$ cat src/sv/dmx_fixture_channel_mapper_assert.svh
// Assertion helpers for the DMX channel mapper. Each macro expects clk and rst_n
// in the scope where it is used.
`ifndef DMX_FIXTURE_CHANNEL_MAPPER_ASSERT_SVH
`define DMX_FIXTURE_CHANNEL_MAPPER_ASSERT_SVH

// The consequent must hold in the same cycle as the antecedent.
`define DMXCM_ASSERT_NOW(label, ante, cons) \
    label: assert property (@(posedge clk) disable iff (!rst_n) (ante) |-> (cons)) \
        else $error("dmx channel mapper check failed");

// The consequent must hold in the cycle after the antecedent.
`define DMXCM_ASSERT_NEXT(label, ante, cons) \
    label: assert property (@(posedge clk) disable iff (!rst_n) (ante) |=> (cons)) \
        else $error("dmx channel mapper check failed");

`endif

$ cat src/sv/dmxcm_pkg.sv
package dmxcm_pkg;

    localparam int UNIVERSE_SLOTS_DEF = 512;

    localparam int SLOT_W     = 10;
    localparam int LEVEL_W    = 8;
    localparam int CFG_IDX_W  = 3;
    localparam int CFG_DATA_W = 16;
    localparam int KELVIN_W   = 16;
    localparam int UNIT_W     = 17;
    localparam int HUE_W      = 15;

    // Shared divider: nine quotient bits, the top one only flags saturation.
    localparam int DIV_STEPS = 9;
    localparam int DIV_DEN_W = 17;
    localparam int DIV_NUM_W = DIV_DEN_W + DIV_STEPS - 1;

    localparam int HUE_ROUND = 23040;
    localparam int HUE_DEN   = 46080;

    localparam logic [LEVEL_W-1:0] MODE_TEMP_BYTE = 8'd16;
    localparam logic [LEVEL_W-1:0] MODE_HSI_BYTE  = 8'd48;
    localparam logic [LEVEL_W-1:0] NEUTRAL_TINT   = 8'd128;
    localparam logic [LEVEL_W-1:0] OFFSET_UNUSED  = 8'd255;

    typedef enum logic [1:0] {
        CMD_RENDER = 2'd0,
        CMD_WRITE  = 2'd1,
        CMD_READ   = 2'd2
    } dmxcm_cmd_t;

    typedef enum logic [1:0] {
        PROF_FOUR     = 2'd0,
        PROF_DIM_TEMP = 2'd1,
        PROF_CUSTOM   = 2'd2
    } dmxcm_prof_t;

    typedef enum logic [CFG_IDX_W-1:0] {
        REG_BASE     = 3'd0,
        REG_TEMP_MIN = 3'd1,
        REG_TEMP_MAX = 3'd2,
        REG_PROFILE  = 3'd3,
        REG_DIM_OFF  = 3'd4,
        REG_TEMP_OFF = 3'd5,
        REG_HUE_OFF  = 3'd6,
        REG_SAT_OFF  = 3'd7
    } dmxcm_reg_t;

    typedef enum logic [2:0] {
        ST_CLEAR,
        ST_IDLE,
        ST_PREP,
        ST_CCT,
        ST_HUE,
        ST_WRITE,
        ST_READ,
        ST_READ_OUT
    } dmxcm_state_t;

    typedef struct packed {
        logic [1:0]          command;
        logic [SLOT_W-1:0]   slot_index;
        logic [LEVEL_W-1:0]  slot_value;
        logic [UNIT_W-1:0]   intensity;
        logic [KELVIN_W-1:0] temp_kelvin;
        logic [HUE_W-1:0]    hue_angle;
        logic [UNIT_W-1:0]   saturation;
        logic                use_hsi;
    } dmxcm_item_t;

    typedef struct packed {
        logic                 start;
        logic [DIV_NUM_W-1:0] num;
        logic [DIV_DEN_W-1:0] den;
    } dmxcm_div_req_t;

    typedef struct packed {
        logic               done;
        logic [LEVEL_W-1:0] level;
    } dmxcm_div_rsp_t;

endpackage

$ cat src/sv/dmxcm_ram.sv
module dmxcm_ram #(
    parameter int WIDTH = dmxcm_pkg::LEVEL_W,
    parameter int DEPTH = dmxcm_pkg::UNIVERSE_SLOTS_DEF + 1
) (
    input  logic                     clk,
    input  logic                     we,
    input  logic [$clog2(DEPTH)-1:0] waddr,
    input  logic [WIDTH-1:0]         wdata,
    input  logic [$clog2(DEPTH)-1:0] raddr,
    output logic [WIDTH-1:0]         rdata
);

    logic [WIDTH-1:0] mem [DEPTH];

    always_ff @(posedge clk)
    begin
        if (we)
        begin
            mem[waddr] <= wdata;
        end
        rdata <= mem[raddr];
    end

endmodule

$ cat config.mk
export PLATFORM = sky130hd
export DESIGN_NAME = dmxcm_ram
export DESIGN_NICKNAME = d
export VERILOG_FILES = /design/src/sv/dmx_fixture_channel_mapper_assert.svh /design/src/sv/dmxcm_pkg.sv /design/src/sv/dmxcm_ram.sv
export SDC_FILE = /design/constraint.sdc
export NUM_CORES = 2
export LEC_CHECK = 0
export BUFFER_PORTS_ARGS = -buffer_cell sky130_fd_sc_hd__buf_2
export CORE_UTILIZATION = 40
export CTS_BUF_LIST = sky130_fd_sc_hd__clkbuf_16
export DETAILED_ROUTE_END_ITERATION = 8
export GPL_TIMING_DRIVEN = 0
export PLACE_DENSITY_LB_ADDON = 0.05
export REMOVE_ABC_BUFFERS = 1
export SYNTH_ARGS = -nofsm -noshare
export SYNTH_HDL_FRONTEND = slang
export SYNTH_MEMORY_MAX_BITS = 65536
export SYNTH_SLANG_ARGS = --single-unit
$ cat constraint.sdc
create_clock -name clk -period 8.65 [get_ports clk]
set_input_delay 1.2975 -clock clk [delete_from_list [all_inputs] [get_ports clk]]
set_output_delay 1.2975 -clock clk [all_outputs]
set_load 0.05 [all_outputs]
**Yosys cells after proc, flatten, opt, wreduce, memory -nomap -nowiden**

Memories as Yosys holds them, arrays and structs flattened. A register that Yosys moved wholly into a read port is not among the register bits.
Index checks and enable logic that the tools add are counted.

- Bits of input ports: 30
- Output and inout port bits: 8
- Memories: 1
- Flip-flop bits (word level): 0
- Bits in writable memories: 4104

Memory list:

| memory | depth | bits a word | read ports | clocked after memory_dff | write ports | line | source |
|---|---|---|---|---|---|---|---|
| mem | 513 | 8 | 1 | 1 | 1 | dmxcm_ram.sv:13 | `logic [WIDTH-1:0] mem [DEPTH];` |

- Multiplexer cells: 2

Operator list:

| kind | count |
|---|---|
| $mux 1 | 2 |

**Logic depth before layout (Yosys ltp)**

- Word-level depth: 2
- Depth in mapped cells: 14
- Mapped depth without buffers: 7

**Least setup slack after synthesis**

Ideal clock, no wire load.

- Kind: in2reg
- From: in raddr[0]
- To: reg rdata[0] (read register of mem)
- Required time: 8.521 ns
- Arrival time: 3.592 ns
- Slack: 4.928 ns
- Library setup time: 0.129 ns
- Buffers on the path: 4
- Stages on the path: 10
- Cells stage by stage: buf_4 > buf_6 > buf_4 > buf_2 > mux4_2 > mux4_2 > o22ai_1 > nor2_1 > a211oi_1 > o32ai_1

RTL lines:

| element | line | source |
|---|---|---|
| start, declared | dmxcm_ram.sv:9 | `input logic [$clog2(DEPTH)-1:0] raddr,` |
| end, declared | dmxcm_ram.sv:10 | `output logic [WIDTH-1:0] rdata` |

==> results.toml <==
[cells_and_area]
final_layout_size_suffix_gt1_share_pct = 25.2
area_growth_pct = 13.7
final_cell_mix = "edfxtp_1 (4104), mux4_2 (1106), nor2_1 (553), clkbuf_16 (455), nand2_1 (213)"
fin_util_pct = 45.8
nNetsFinal = 7410
final_common_cell = "edfxtp_1"

[global_route]
grt_pass1_wl_um = 648000
grt_util_all_layers_pct = 23.4
use_met3_pct = 4.04
use_met2_pct = 38.0
grt_remaining_overflow = 0
grt_pass1_vias = 77400
grtUsageMet1_pct = 32.9
gr-max-usage-layer = "met2"
antenna_found_initial = 50
grt_max_degree = 153

[routing]
drc_errors = 0
initialDrtViolationCount = 8275
avgRoutedWirePerCell_um = 36.3
routed_via_density = 5.83
vias = 75800
wl_um = 472000
final_antenna_net_count = 0
first_pass_iters = 7

[timing]
hold_violations = 0
fmax_ghz = 0.142
period_needed_ps = 7060
grt_setup_unrepaired = "false"
finClkSkew_ps = 39.9
finalCritPeriodShare_pct = 81.7
slew_headroom_pct = -1.44
tightest_slew_ps = 1520
setup-violations-final = 0
drv_slew = 12

[clocking]
cts_buffer_depth = 4
clockRootBuffer = "clkbuf_16"
clk_latency_ps = 990
cts_sinks = 4112
cts-htree-levels = 5
cts_setup_buffers = 0
numCtsBuffers = 445
path_clk_slew_ps = 60
cts_tree = "done"
cts_resized = 0
cts-hold-fix-buffers = 0

[synth]
yosysWarnings = 0
synth_edf_count = 4104
ys_types = 72
yosysSeqAreaShare_pct = 77.2
synth_top_flop_cell = "edfxtp_1"
ys_async_sr_fraction_pct = 0
syn_avg_cell_area_um2 = 22.1
ys_ff_latch = 4112
postSynthCellCount = 7225
syn_area_mm2 = 0.160

[setup_path]
cpMostUsedCell = "buf_16"
crit_slowest_cell = "a211oi_1"
end_kind = "register"
crit_chain = "buf_12 > buf_16 > buf_16 > buf_16 > buf_16 > mux4_2 > mux2i_1 > o22ai_1 > a211oi_1 > a211oi_1 > a21oi_1 > o32ai_1"
cp.required_ps = 9330
startpoint_type = "input pin"
timing_worst_setup_path_type = "in -> reg"
critical_path.max_stage_delay_ps = 1210
cp_max_fo = 95
reg2reg_depth = 7
critPathArrivalTime_ps = 7750

[placed_design]
gp_congestion = 0.765
numPortBuffers = 37
place_hpwl_um = 291000

[min_path]
hold_path.class = "reg -> reg"
hold_path_depth = 2

[power]
total_power_uw = 42400
p_leak_uw = 0.0558
power_density_mw_per_mm2 = 233
ir_drop_v = 0.000163

[die]
dieArea_mm2 = 0.402
initial_core_util_pct = 40.3
rows = 231
core_mm2 = 0.397
die_w_um = 634
die_h_um = 634
io_pins = 38

[run_status]
status = "finished with violations"
violations = "capacitance limit, slew limit"

[job]
drv_cap = 2
==> report_power, final <==
part	leakage, uW	switching (uW)	internal (uW)
clock	0.00720	7800	10500
combinational	0.0116	1420	737
sequential	0.0369	6.18	21900
total	0.0558	9230	33200
==> state kept, by name, indices dropped and copies added (netlist names) <==
register	count
mem	4104
rdata	8
==> layout make-up <==
type | instances | area (um^2)
Fill cell | 33200 | 215000
Sequential cell | 4112 | 123000
Multi-Input combinational cell | 2654 | 34300
Clock buffer | 455 | 11400
Tap cell | 5242 | 6560
Timing Repair Buffer | 160 | 3300
Clock inverter | 357 | 2550
Antenna cell | 25 | 62.6
Inverter | 7 | 47.5
==> metal layers <==
| layer | vias up | part of all wire [%] |
|---|---|---|
| li1 | 30800 | - |
| met1 | 41800 | 42 |
| met2 | 2701 | 49 |
| met3 | 562 | 6.7 |
| met4 | 0 | 2.6 |
| met5 | - | 0 |
==> logic make-up after synthesis <==
kind of cell           after synthesis  synth area share (%)
AOI/OAI and AO/OA                  344                  1.54
buffers and inverters              459                  1.64
and+or+nand+nor                    984                  2.59
DFF                               4112                  77.2
muxes                             1326                  17.0
==> worst max-delay path, delay by kind of cell <==
kind	cells	cell delay (ps)
compound gates	5	2560
mux	2	860
buf+inv	5	2240
==> metrics by stage <==
stage / hold WS (ps) / std cells / worst slack [ps] / instance area, um^2 / TNS [ps]
6_report: 491 / 13000 / 1590 / 182000 / 0
5_1_grt: 520 / 13000 / 1450 / 182000 / 0
4_1_cts: 495 / 13000 / 1530 / 181000 / 0
3_5_place_dp: 474 / 12200 / 432 / 168000 / 0
3_3_place_gp: 466 / 12100 / -34930 / 164000 / -5384870
2_1_floorplan: 439 / 6773 / 1650 / 157000 / 0
==> cells in the mapped netlist (11+ instances only) <==
cell type / n / area (um^2)
nand3_1: 65 / 325
nor2b_1: 27 / 169
o21ai_0: 17 / 85.1
a21oi_1: 45 / 225
mux2i_1: 196 / 1960
a221oi_1: 17 / 149
clkbuf_1: 177 / 664
mux4_2: 1106 / 24900
a2111oi_0: 12 / 105
buf_2: 122 / 611
buf_4: 58 / 435
o221ai_1: 21 / 184
a31oi_1: 18 / 113
a22oi_1: 24 / 180
and3_1: 14 / 87.6
nor3_1: 23 / 115
a211oi_1: 33 / 248
edfxtp_1: 4104 / 123000
nand2b_1: 15 / 93.8
nor2_1: 556 / 2090
and2_1: 11 / 68.8
buf_1: 29 / 109
buf_6: 59 / 664
nand4_1: 12 / 75.1
o22ai_1: 75 / 469
mux2_2: 20 / 225
nand2_1: 222 / 833
==> path summary, 6_finish.rpt <==
| kind | start | endpoint | slack (ps) |
|---|---|---|---|
| min | mem[512][5] | rdata[5] | 490 |
| max | raddr[0] | rdata[6] | 1590 |
| min reg2reg | mem[512][5] | rdata[5] | 490 |
| max reg2reg | mem[165][6] | rdata[6] | 4680 |
(Power assumes the default switching activity.)
