--- config.mk ---
export PLATFORM = sky130hd
export DESIGN_NAME = dmxcm_div
export DESIGN_NICKNAME = d
export VERILOG_FILES = /design/src/sv/dmx_fixture_channel_mapper_assert.svh /design/src/sv/dmxcm_pkg.sv /design/src/sv/dmxcm_div.sv
export SDC_FILE = /design/constraint.sdc
export NUM_CORES = 1
export LEC_CHECK = 0
export BUFFER_PORTS_ARGS = -buffer_cell sky130_fd_sc_hd__buf_2
export CORE_MARGIN = 3
export CORE_UTILIZATION = 39
export DETAILED_ROUTE_END_ITERATION = 10
export GPL_TIMING_DRIVEN = 0
export PLACE_DENSITY = 0.56
export SETUP_SLACK_MARGIN = 0.4
export SLEW_MARGIN = 20
export SYNTH_ARGS = -nofsm -noshare
export SYNTH_HDL_FRONTEND = slang
export SYNTH_SLANG_ARGS = --single-unit
--- constraint.sdc ---
create_clock -name clk -period 7.7 [get_ports clk]
set_input_delay 0.77 -clock clk [delete_from_list [all_inputs] [get_ports clk]]
set_output_delay 0.77 -clock clk [all_outputs]
set_load 0.005 [all_outputs]
--- src/sv/dmx_fixture_channel_mapper_assert.svh ---
// Assertion helpers for the DMX channel mapper. Each macro expects clk and rst_n
// in the scope where it is used.
`ifndef DMX_FIXTURE_CHANNEL_MAPPER_ASSERT_SVH
`define DMX_FIXTURE_CHANNEL_MAPPER_ASSERT_SVH

// The consequent must hold in the same cycle as the antecedent.
`define DMXCM_ASSERT_NOW(label, ante, cons) \
    label: assert property (@(posedge clk) disable iff (!rst_n) (ante) |-> (cons)) \
        else $error("dmx channel mapper check failed");

// The consequent must hold in the cycle after the antecedent.
`define DMXCM_ASSERT_NEXT(label, ante, cons) \
    label: assert property (@(posedge clk) disable iff (!rst_n) (ante) |=> (cons)) \
        else $error("dmx channel mapper check failed");

`endif

--- src/sv/dmxcm_pkg.sv ---
package dmxcm_pkg;

    localparam int UNIVERSE_SLOTS_DEF = 512;

    localparam int SLOT_W     = 10;
    localparam int LEVEL_W    = 8;
    localparam int CFG_IDX_W  = 3;
    localparam int CFG_DATA_W = 16;
    localparam int KELVIN_W   = 16;
    localparam int UNIT_W     = 17;
    localparam int HUE_W      = 15;

    // Shared divider: nine quotient bits, the top one only flags saturation.
    localparam int DIV_STEPS = 9;
    localparam int DIV_DEN_W = 17;
    localparam int DIV_NUM_W = DIV_DEN_W + DIV_STEPS - 1;

    localparam int HUE_ROUND = 23040;
    localparam int HUE_DEN   = 46080;

    localparam logic [LEVEL_W-1:0] MODE_TEMP_BYTE = 8'd16;
    localparam logic [LEVEL_W-1:0] MODE_HSI_BYTE  = 8'd48;
    localparam logic [LEVEL_W-1:0] NEUTRAL_TINT   = 8'd128;
    localparam logic [LEVEL_W-1:0] OFFSET_UNUSED  = 8'd255;

    typedef enum logic [1:0] {
        CMD_RENDER = 2'd0,
        CMD_WRITE  = 2'd1,
        CMD_READ   = 2'd2
    } dmxcm_cmd_t;

    typedef enum logic [1:0] {
        PROF_FOUR     = 2'd0,
        PROF_DIM_TEMP = 2'd1,
        PROF_CUSTOM   = 2'd2
    } dmxcm_prof_t;

    typedef enum logic [CFG_IDX_W-1:0] {
        REG_BASE     = 3'd0,
        REG_TEMP_MIN = 3'd1,
        REG_TEMP_MAX = 3'd2,
        REG_PROFILE  = 3'd3,
        REG_DIM_OFF  = 3'd4,
        REG_TEMP_OFF = 3'd5,
        REG_HUE_OFF  = 3'd6,
        REG_SAT_OFF  = 3'd7
    } dmxcm_reg_t;

    typedef enum logic [2:0] {
        ST_CLEAR,
        ST_IDLE,
        ST_PREP,
        ST_CCT,
        ST_HUE,
        ST_WRITE,
        ST_READ,
        ST_READ_OUT
    } dmxcm_state_t;

    typedef struct packed {
        logic [1:0]          command;
        logic [SLOT_W-1:0]   slot_index;
        logic [LEVEL_W-1:0]  slot_value;
        logic [UNIT_W-1:0]   intensity;
        logic [KELVIN_W-1:0] temp_kelvin;
        logic [HUE_W-1:0]    hue_angle;
        logic [UNIT_W-1:0]   saturation;
        logic                use_hsi;
    } dmxcm_item_t;

    typedef struct packed {
        logic                 start;
        logic [DIV_NUM_W-1:0] num;
        logic [DIV_DEN_W-1:0] den;
    } dmxcm_div_req_t;

    typedef struct packed {
        logic               done;
        logic [LEVEL_W-1:0] level;
    } dmxcm_div_rsp_t;

endpackage

--- src/sv/dmxcm_div.sv ---
module dmxcm_div (
    input  logic                      clk,
    input  logic                      rst_n,
    input  dmxcm_pkg::dmxcm_div_req_t req,
    output dmxcm_pkg::dmxcm_div_rsp_t rsp
);

    localparam int STEPS  = dmxcm_pkg::DIV_STEPS;
    localparam int NUM_W  = dmxcm_pkg::DIV_NUM_W;
    localparam int STEP_W = $clog2(STEPS);

    logic              busy_reg, busy_next;
    logic              done_reg, done_next;
    logic [STEP_W-1:0] step_reg, step_next;
    logic [NUM_W-1:0]  rem_reg, rem_next;
    logic [NUM_W-1:0]  dsh_reg, dsh_next;
    logic [STEPS-1:0]  quo_reg, quo_next;
    logic              fits;

    // One restoring step per cycle; the divisor register walks right instead of
    // a variable shift.
    assign fits = rem_reg >= dsh_reg;

    always_comb
    begin
        busy_next = busy_reg;
        done_next = 1'b0;
        step_next = step_reg;
        rem_next  = rem_reg;
        dsh_next  = dsh_reg;
        quo_next  = quo_reg;
        if (req.start)
        begin
            busy_next = 1'b1;
            step_next = STEP_W'(STEPS - 1);
            rem_next  = req.num;
            dsh_next  = {req.den, {(STEPS - 1){1'b0}}};
            quo_next  = '0;
        end
        else if (busy_reg)
        begin
            rem_next  = fits ? (rem_reg - dsh_reg) : rem_reg;
            dsh_next  = dsh_reg >> 1;
            quo_next  = {quo_reg[STEPS-2:0], fits};
            step_next = step_reg - 1'b1;
            if (step_reg == '0)
            begin
                busy_next = 1'b0;
                done_next = 1'b1;
            end
        end
    end

    always_ff @(posedge clk or negedge rst_n)
    begin
        if (!rst_n)
        begin
            busy_reg <= 1'b0;
            done_reg <= 1'b0;
            step_reg <= '0;
        end
        else
        begin
            busy_reg <= busy_next;
            done_reg <= done_next;
            step_reg <= step_next;
        end
    end

    always_ff @(posedge clk)
    begin
        rem_reg <= rem_next;
        dsh_reg <= dsh_next;
        quo_reg <= quo_next;
    end

    // A set top bit means the quotient reached 256 or more.
    assign rsp.done  = done_reg;
    assign rsp.level = quo_reg[STEPS-1] ? '1 : quo_reg[STEPS-2:0];

endmodule

Word-level counts from Yosys, hierarchy flattened
Cells that the tools add are included.

storage, ports and cells
  input bits = 45
  register bits after elaboration = 65
  RAM bits = 0
  bits in latches = 0
  memory bits (read-only) = 0
  memories kept = 0
  word-level logic and storage cells = 28

operators by class
  div/mod/pow operators = 0
  mux-type cells = 14
  reduce and logical (&&, ||, !) cells = 4
  multipliers = 0
  bitwise operators = 0
  equality and inequality tests = 0
  magnitude comparators = 1
  shifts and indexed selects = 0
  $add $sub $neg = 2

operators with widths
  cell                 count
  $mux 25              5
  $ge 25x25->1         1
  $sub 25x25->25       1
  $mux 4               2
  $mux 8               1
  $mux 1               6
  $logic_not 4->1      1
  $reduce_bool 2->1    2
  $sub 4x1->4 const B  1
  $reduce_and 2->1     1

Depth between registers and ports, before layout
Gate-level depths: netlist of the first run.

  word-level depth = 4
  mapped depth = 9

Worst setup path after synthesis of the first run
No wires, ideal clock.

  path type = register -> register
  start point = register dsh_reg[1]
  end point = register rem_reg[0], enable pin
  period minus slack after synthesis = 3.838 ns
  buffers on the path = 0
  stages on the path, launching flop included = 9
  slack = 3.862 ns
  data arrival time = 3.416 ns
  path through = dfxtp_1 > inv_1 > ha_1 > nand2b_1 > a211oi_2 > o2111ai_2 > a211o_1 > a2111o_1 > a31oi_1

between the ends
  word-level cells in the longest chain between the ends = 3

ends and longest elaborated chain
  item                         RTL line         text
  from (decl)                  dmxcm_div.sv:16  logic [NUM_W-1:0] dsh_reg, dsh_next;
  from (signal assigned)       dmxcm_div.sv:73  dsh_reg <= dsh_next;
  $ge 25x25->1                 dmxcm_div.sv:22  assign fits = rem_reg >= dsh_reg;
  $reduce_bool 2->1 (no line)  n/a
  $reduce_and 2->1 (no line)   n/a
  to (signal assigned)         dmxcm_div.sv:72  rem_reg <= rem_next;
  to (decl)                    dmxcm_div.sv:15  logic [NUM_W-1:0] rem_reg, rem_next;

No other way between the ends.
A chain may end at the register's enable or synchronous reset.

Worst setup path after layout of the first run
  start point = register dsh_reg[1]
  end point = register rem_reg[11], enable pin

Same word-level chain as after synthesis.

==> PnR_summary.wiki, run 1 <==
{| class="wikitable"
! Metric !! Value
|-
| Share of synthesized registers carrying an async set or reset || 0.09231
|-
| Final critical delay including setup and external delays || 3.496 ns
|-
| Clock transition at the registers of the reported paths || 0.07 ns
|-
| Register-to-register setup slack || 4.20 ns
|-
| Wire length of the first global-routing pass || 17210 um
|-
| Net Count, Synth || 549
|-
| Post-cts resize count || 0
|-
| Number of hold buffers added after cts || 0
|-
| Power Internal || 1069 uW
|-
| DRC violation count after routing || 0
|-
| Hold WC Path Type || in2async
|-
| Worst max-slew margin expressed relative to the limit || 0.4762
|-
| Number of H-tree levels || 3
|-
| Post-layout nets || 614
|-
| Average footprint of a synthesized cell || 8.735 sq um
|-
| Reg power frac || 0.306
|-
| Reg2Reg Launch Point || dsh_reg[1]$_SDFFE_PP0P_
|-
| Antenna cells || 0
|-
| Pwr per Cell Area || 393.9 nW/um^2
|-
| Worst endpoint required time || 7.74 ns
|-
| Maximum number of pins on one net before global-route repair || 18
|-
| DIE WIDTH || 109.3 um
|-
| Power share of the clock group || 0.150
|-
| Later-pin clock latency in the skew report || 0.34 ns
|-
| Number of DRC violations after detailed-routing iteration 0 || 233
|-
| Maximum clock frequency || 0.2861 GHz
|-
| Post-route standard cell area excluding fillers || 4812 sq um
|-
| Simple-Gate Fraction of Synth Area || 0.1875
|-
| Leading cell types in the layout, fill and taps excluded || sky130_fd_sc_hd__nand2_1 (83), sky130_fd_sc_hd__buf_2 (53), sky130_fd_sc_hd__o21ai_0 (46), sky130_fd_sc_hd__nor2_1 (45), sky130_fd_sc_hd__edfxtp_1 (42)
|-
| Share of synthesized area occupied by flip-flops and latches || 0.4213
|-
| Crit path setup slack, layout || 4.204 ns
|-
| Path type of the worst setup path || reg2reg
|-
| Reg2Reg Depth || 9
|-
| Max Fanout on Critical Path || 13
|-
| Number of sinks handled by clock tree synthesis || 65
|-
| Post-synthesis compound-gate area fraction || 0.1836
|-
| Cell Rows || 37
|-
| Post-synthesis share of cell area spent on xor and xnor gates || 0.03160
|-
| Area of the placeable core || 10320 sq um
|-
| Overall via count from detail_route || 3616
|-
| Layout cell share with drive strength beyond 1 || 0.1538
|-
| Area of the mapped netlist || 4158 sq um
|-
| Most frequent standard cell in the layout excluding fill and tap cells || sky130_fd_sc_hd__nand2_1
|-
| Maximum vdd ir drop || 0.1453 mV
|-
| Setup violations, final || 0
|-
| Most common flop cell mapped by yosys || sky130_fd_sc_hd__edfxtp_1
|-
| GR Overflow Total || 0
|-
| EDFF count, synth || 42
|-
| Cell with the largest stage delay on the worst path || sky130_fd_sc_hd__a2111o_1
|-
| Total global-route track usage || 0.1864
|-
| Vias per std cell || 5.302
|-
| Warnings from Yosys || 0
|-
| DR WL/cell || 16.01 um
|-
| Max-cap violations || 0
|-
| Number of antenna violations at the first check in global routing || 0
|-
| Fin. Hold Viols || 0
|-
| Critical path launch point type || flip-flop
|-
| Number of top-level pins || 54
|-
| Number of global-route vias before repair || 3451
|-
| Switching Share || 0.4362
|-
| Status || finished, final reports clean
|-
| Post-Route Setup TNS || 0 ns
|-
| RR Endpoint || rem_reg[11]$_DFFE_PP_
|-
| Clk Tree Root Cell || sky130_fd_sc_hd__clkbuf_8
|-
| TritonCTS clock tree || yes
|-
| Mux share of post-synthesis cell area || 0.03852
|-
| Lkg Pwr || 0.002167 uW
|-
| Adder-cell area share of the yosys netlist || 0.08607
|-
| Buffer depth of the longest clock path || 2
|-
| Register bit count reported by yosys || 65
|-
| Initial Util || 0.4027
|-
| Cell count after synthesis || 476
|-
| PortBufs || 53
|-
| Final HPWL DP || 8239 um
|-
| Proportion of power drawn by combinational gates || 0.544
|-
| Placer's final routability congestion estimate || 0.8763
|-
| Post-Route Skew || 0.01217 ns
|-
| Post-CTS Setup Inserts || 0
|-
| Number of detailed-route iterations in the first pass || 4
|-
| Setup repair after global routing missed its margin || no
|-
| Combinational family with the most area after synthesis || simple AND/OR/NAND/NOR gates
|-
| Num CTS Buffers || 9
|-
| Area growth syn-to-layout || 15.74%
|-
| Slew of the pin with the lowest slew margin || 0.7848 ns
|-
| Cell Chain, Critical Path || inv_1, ha_1, nand2b_1, a211oi_2, o2111ai_2, a211o_1, a2111o_1, a31oi_4, buf_8
|-
| Count of final max-slew check failures || 0
|-
| Y dimension of the die || 109.3 um
|-
| Switch Pwr || 826.8 uW
|-
| Worst endpoint data arrival time || 3.54 ns
|-
| Worst stage delay on the critical path || 0.54 ns
|-
| Remaining antenna violation count after routing || 0
|-
| Fin crit share || 0.4540
|-
| Synth unique cells || 52
|-
| Pre-CTS worst setup slack || 4.230 ns
|-
| Critical Path Sink Type || flip-flop
|-
| Area of the die || 11940 sq um
|-
| Post-place instance area || 4623 sq um
|-
| Routed WL || 10920 um
|}
## through the flow
step	total power [uW]	cells	utilization	hold slack, ns
floorplan	1343	476	-	0.4647
global placement	1582	665	0.4449	0.4759
detailed placement	1608	666	0.4478	0.4893
CTS	1899	682	0.4661	0.2376
global route	2052	682	0.4661	0.2279
finish	1896	682	0.4661	0.2373
## cell usage after synthesis, types with 4 or more instances
| library cell | number | area, sq um |
|---|---|---|
| sky130_fd_sc_hd__a211oi_1 | 7 | 52.55 |
| sky130_fd_sc_hd__a21o_1 | 6 | 45.04 |
| sky130_fd_sc_hd__a21oi_1 | 27 | 135.1 |
| sky130_fd_sc_hd__a311oi_1 | 4 | 35.03 |
| sky130_fd_sc_hd__a31oi_1 | 6 | 37.54 |
| sky130_fd_sc_hd__buf_1 | 7 | 26.28 |
| sky130_fd_sc_hd__clkbuf_1 | 15 | 56.30 |
| sky130_fd_sc_hd__dfrtp_1 | 6 | 150.1 |
| sky130_fd_sc_hd__dfxtp_1 | 17 | 340.3 |
| sky130_fd_sc_hd__edfxtp_1 | 42 | 1261 |
| sky130_fd_sc_hd__ha_1 | 27 | 337.8 |
| sky130_fd_sc_hd__inv_1 | 33 | 123.9 |
| sky130_fd_sc_hd__mux2i_1 | 16 | 160.2 |
| sky130_fd_sc_hd__nand2_1 | 83 | 311.6 |
| sky130_fd_sc_hd__nand4_1 | 5 | 31.28 |
| sky130_fd_sc_hd__nor2_1 | 45 | 168.9 |
| sky130_fd_sc_hd__nor3_1 | 8 | 40.04 |
| sky130_fd_sc_hd__o21ai_0 | 46 | 230.2 |
| sky130_fd_sc_hd__or2_2 | 9 | 56.30 |
| sky130_fd_sc_hd__xnor2_1 | 7 | 61.31 |
| sky130_fd_sc_hd__xor2_1 | 8 | 70.07 |
## cells by family after synthesis
logic type,count (synthesis)
simple gates,175
compound gates,121
flops,65
buf+inv,56
fa+ha+maj,28
mux,16
xor+xnor,15
## critical path: cells and delay by family (launching register included)
kind            cells  cell delay, ns
buf+inv             2            0.31
simple gates        1            0.09
fa+ha+maj           1            0.30
flops               1            0.42
compound gates      5            2.07
## worst max path at each step
stage                                  from                    end  slack [ns]  depth (start not counted)
floorplan           dsh_reg[1]$_SDFFE_PP0P_   rem_reg[0]$_DFFE_PP_        3.86                          8
global placement    dsh_reg[1]$_SDFFE_PP0P_  rem_reg[21]$_DFFE_PP_        2.52                          8
detailed placement  dsh_reg[1]$_SDFFE_PP0P_  rem_reg[13]$_DFFE_PP_        4.23                          9
CTS                 dsh_reg[1]$_SDFFE_PP0P_  rem_reg[14]$_DFFE_PP_        4.19                          9
global route        dsh_reg[1]$_SDFFE_PP0P_  rem_reg[14]$_DFFE_PP_        4.05                          9
finish              dsh_reg[1]$_SDFFE_PP0P_  rem_reg[11]$_DFFE_PP_        4.20                          9
## area by class of cell
class / instances / area [sq um]
tap: 136 / 170.2
clock buffer: 11 / 162.7
multi-input combinational: 355 / 2207
timing repair buffer: 54 / 280.3
fill: 1068 / 5512
buffer: 23 / 90.09
inverter: 33 / 123.9
sequential: 65 / 1752
clock inverter: 5 / 26.28
## power groups by stage
| stage | combinational (uW) | clock, uW | sequential, uW |
|---|---|---|---|
| global placement | 992 | 0 | 590 |
| finish | 1030 | 285 | 579 |
| floorplan | 773 | 0 | 571 |
| global route | 1160 | 302 | 594 |
| detailed placement | 1020 | 0 | 587 |
| CTS | 1030 | 289 | 581 |
## per-layer routing
metal	share of wire	vias up	GRT usage
met4	0.0096	0	0.04274
li1	-	1823	-
met1	0.49	1726	0.2559
met5	0	-	0
met2	0.47	57	0.3061
met3	0.034	10	0.03434
Power figures use the tool's default switching activity.
==> run 2: changes to the inputs <==
Settings changed: ABC_AREA set to 1, PLACE_DENSITY 0.56 to 0.57.
Clock period 7.7 ns to 3.1 ns, I/O delays scaled along.
==> PnR_summary.wiki, run 2 <==
{| class="wikitable"
! Metric !! Value
|-
| Lkg Pwr || 0.002865 uW (+32%)
|-
| Synth unique cells || 36 (-31%)
|-
| Initial Util || 0.4022 (-0.0005569)
|-
| GR Overflow Total || 0 (unchanged)
|-
| Number of antenna violations at the first check in global routing || 0 (unchanged)
|-
| Final critical delay including setup and external delays || 2.510 ns (-0.9855 ns)
|-
| TritonCTS clock tree || yes
|-
| Reg2Reg Depth || 11 (+2)
|-
| Vias per std cell || 4.686 (-12%)
|-
| Share of synthesized registers carrying an async set or reset || 0.09231 (unchanged)
|-
| Warnings from Yosys || 0 (unchanged)
|-
| Wire length of the first global-routing pass || 19390 um (+13%)
|-
| Number of sinks handled by clock tree synthesis || 65 (unchanged)
|-
| Net Count, Synth || 743 (+35%)
|-
| Count of final max-slew check failures || 0 (unchanged)
|-
| Pwr per Cell Area || 1023 nW/um^2 (+160%)
|-
| Power share of the clock group || 0.199 (+0.049)
|-
| Remaining antenna violation count after routing || 0 (unchanged)
|-
| Leading cell types in the layout, fill and taps excluded || sky130_fd_sc_hd__nand2_1 (252), sky130_fd_sc_hd__inv_1 (125), sky130_fd_sc_hd__buf_2 (60), sky130_fd_sc_hd__edfxtp_1 (42), sky130_fd_sc_hd__nand3_1 (37)
|-
| Worst max-slew margin expressed relative to the limit || 0.5299 (+0.05364)
|-
| Crit path setup slack, layout || 0.5899 ns (-3.614 ns)
|-
| Max Fanout on Critical Path || 25 (+12)
|-
| PortBufs || 53 (unchanged)
|-
| Average footprint of a synthesized cell || 6.883 sq um (-21%)
|-
| Y dimension of the die || 114.7 um (+5.0%)
|-
| Path type of the worst setup path || reg2reg
|-
| Pre-CTS worst setup slack || 0.5777 ns (-3.652 ns)
|-
| Number of top-level pins || 54 (unchanged)
|-
| Number of H-tree levels || 3 (unchanged)
|-
| Final-layout fill cell count || 1190 (+11%)
|-
| Met2 global-route usage || 0.3116 (+0.005462)
|-
| Fraction of met3 tracks used by global routing || 0.04421 (+0.009871)
|-
| Busiest layer in global routing || met2
|-
| Share of synthesized area occupied by flip-flops and latches || 0.3798 (-0.04149)
|-
| Hold path depth || 3
|-
| Area of the die || 13170 sq um (+10%)
|-
| DIE WIDTH || 114.7 um (+5.0%)
|-
| Most common flop cell mapped by yosys || sky130_fd_sc_hd__edfxtp_1
|-
| Max-cap violations || 0 (unchanged)
|-
| Fin. Hold Viols || 0 (unchanged)
|-
| Number of global-route vias before repair || 4071 (+18%)
|-
| Number of DRC violations after detailed-routing iteration 0 || 153 (-34%)
|-
| Number of detailed-route iterations in the first pass || 4 (unchanged)
|-
| Slew of the pin with the lowest slew margin || 0.7027 ns (-0.08208 ns)
|-
| Maximum clock frequency || 0.3984 GHz (+39%)
|-
| Placer's final routability congestion estimate || 0.8835 (+0.82%)
|-
| Post-Route Skew || 0.008765 ns (-0.003400 ns)
|-
| Clock transition at the registers of the reported paths || 0.06 ns (about the same)
|-
| Total global-route track usage || 0.1911 (+0.004749)
|-
| Buffer depth of the longest clock path || 2 (unchanged)
|-
| Worst endpoint required time || 3.03 ns (-4.71 ns)
|-
| Post-cts resize count || 0 (unchanged)
|-
| Final HPWL DP || 9516 um (+15%)
|-
| Hold WC Path Type || in2reg
|-
| Area of the placeable core || 11470 sq um (+11%)
|-
| Most frequent standard cell in the layout excluding fill and tap cells || sky130_fd_sc_hd__nand2_1
|-
| Worst endpoint data arrival time || 2.44 ns (-1.10 ns)
|-
| Top-area cell type share of the netlist area || 0.2735 (-0.02987)
|-
| Top post-synthesis cells by area || sky130_fd_sc_hd__edfxtp_1 (27%), sky130_fd_sc_hd__nand2_1 (21%), sky130_fd_sc_hd__inv_1 (10%)
|-
| Layout cell share with drive strength beyond 1 || 0.1473 (-0.006549)
|-
| Switch Pwr || 2520 uW (+200%)
|-
| Critical Path Sink Type || flip-flop
|-
| Later-pin clock latency in the skew report || 0.35 ns (about the same)
|-
| Maximum number of pins on one net before global-route repair || 27 (+9)
|-
| Routed WL || 12170 um (+11%)
|-
| Footprint of the flip-flops and latches || 1752 sq um (unchanged)
|-
| Cell Rows || 39 (+5.4%)
|-
| Switching Share || 0.4569 (+0.02066)
|-
| Post-layout nets || 808 (+32%)
|-
| Cell count after synthesis || 670 (+41%)
|-
| Reg power frac || 0.253 (-0.053)
|-
| DR WL/cell || 13.79 um (-14%)
|-
| Leading area contributor after synthesis || sky130_fd_sc_hd__edfxtp_1
|-
| Proportion of power drawn by combinational gates || 0.548 (+0.004)
|-
| Fin crit share || 0.8097 (+0.3557)
|-
| Register bit count reported by yosys || 65 (unchanged)
|-
| Post-Route Setup TNS || 0 ns (unchanged)
|-
| EDFF count, synth || 42 (unchanged)
|-
| Setup repair after global routing missed its margin || no
|-
| Overall via count from detail_route || 4138 (+14%)
|-
| Maximum vdd ir drop || 0.4592 mV (+220%)
|-
| Clk Tree Root Cell || sky130_fd_sc_hd__clkbuf_16
|-
| Power Internal || 2996 uW (+180%)
|-
| Status || finished, final reports clean
|-
| Met1 capacity usage during global routing || 0.2482 (-0.007665)
|-
| Most instantiated library cell after synthesis || sky130_fd_sc_hd__nand2_1
|-
| Setup violations, final || 0 (unchanged)
|-
| Num CTS Buffers || 9 (unchanged)
|-
| Area growth syn-to-layout || 16.87%
|-
| DRC violation count after routing || 0 (unchanged)
|-
| Multi-input gate area in the final layout || 2306 sq um (+4.5%)
|-
| Area of the mapped netlist || 4612 sq um (+11%)
|-
| Critical path launch point type || flip-flop
|-
| Antenna cells || 0 (unchanged)
|-
| Commonest cells post-synth || sky130_fd_sc_hd__nand2_1 (253), sky130_fd_sc_hd__inv_1 (125), sky130_fd_sc_hd__edfxtp_1 (42), sky130_fd_sc_hd__nand3_1 (37), sky130_fd_sc_hd__nor2_1 (32)
|}
[run 2: power by group through the flow]
stage	logic [uW]	clock network, uW	registers, uW
floorplan	2300	0	1380
global placement	2990	0	1410
detailed placement	3020	0	1410
CTS	3040	1130	1400
global route	3500	1160	1420
finish	3020	1100	1390
[run 2: logic make-up after synthesis]
group,synth area share
AND/OR/NAND/NOR,0.3481
flip-flops,0.3798
adder cells (fa/ha/maj),0.07759
buffers and inverters,0.1207
XOR/XNOR,0.003799
AO/OA/AOI/OAI,0.07000
[run 2: worst paths after layout]
path,slack [ns],start,endpoint
max in group asynchronous,2.66,rst_n,done_reg$_DFF_PN0_
worst min-delay path,0.22,req[16],dsh_reg[24]$_DFFE_PP_
worst max-delay path,0.59,rem_reg[11]$_DFFE_PP_,rem_reg[14]$_DFFE_PP_
min in group asynchronous,0.30,rst_n,step_reg[1]$_DFFE_PN0P_
worst min register to register,0.45,quo_reg[0]$_SDFFE_PP0P_,quo_reg[0]$_SDFFE_PP0P_
worst max register to register,0.59,rem_reg[11]$_DFFE_PP_,rem_reg[14]$_DFFE_PP_
[run 2: repair_timing]
action | 4_1_cts | 5_1_grt
hold buffers | 1 | 0
buffers inserted | 0 | 0
endpoints found under the hold margin | 6 | 0
[run 2: final cells by class]
class	instances	area share
timing repair buffer	54	0.05107
sequential	65	0.3250
clock buffer	10	0.04643
multi-input combinational	460	0.4278
buffer	13	0.01137
tap	143	0.03319
clock inverter	6	0.01323
inverter	132	0.09192
[run 2: metrics by stage]
| stage | hold WS, ns | cell area, sq um | util | std cells | power, uW |
|---|---|---|---|---|---|
| final | 0.2224 | 5390 | 0.4700 | 883 | 5517 |
| after CTS | 0.2167 | 5390 | 0.4700 | 883 | 5567 |
| after floorplan | 0.01441 | 4612 | - | 670 | 3686 |
| after global routing | 0.2356 | 5390 | 0.4700 | 883 | 6078 |
| after global placement | 0.1373 | 5056 | 0.4409 | 866 | 4396 |
| after detailed placement | 0.1401 | 5059 | 0.4411 | 866 | 4435 |
[run 2: layer usage]
layer | wire length [um] | vias up
li1 | - | 2226
met4 | 238 | 0
met5 | 0 | -
met2 | 5661 | 58
met1 | 5737 | 1837
met3 | 536 | 17
[run 2: critical path: stages, from the launching register on]
cell	delay, ns
sky130_fd_sc_hd__edfxtp_1	0.38
sky130_fd_sc_hd__ha_1	0.38
sky130_fd_sc_hd__nand2_1	0.16
sky130_fd_sc_hd__inv_1	0.07
sky130_fd_sc_hd__nand2_1	0.06
sky130_fd_sc_hd__nand2_1	0.08
sky130_fd_sc_hd__nand2_1	0.08
sky130_fd_sc_hd__nand2_1	0.06
sky130_fd_sc_hd__a21boi_0	0.17
sky130_fd_sc_hd__nand3_1	0.14
sky130_fd_sc_hd__nand2_1	0.10
sky130_fd_sc_hd__nand2_2	0.40
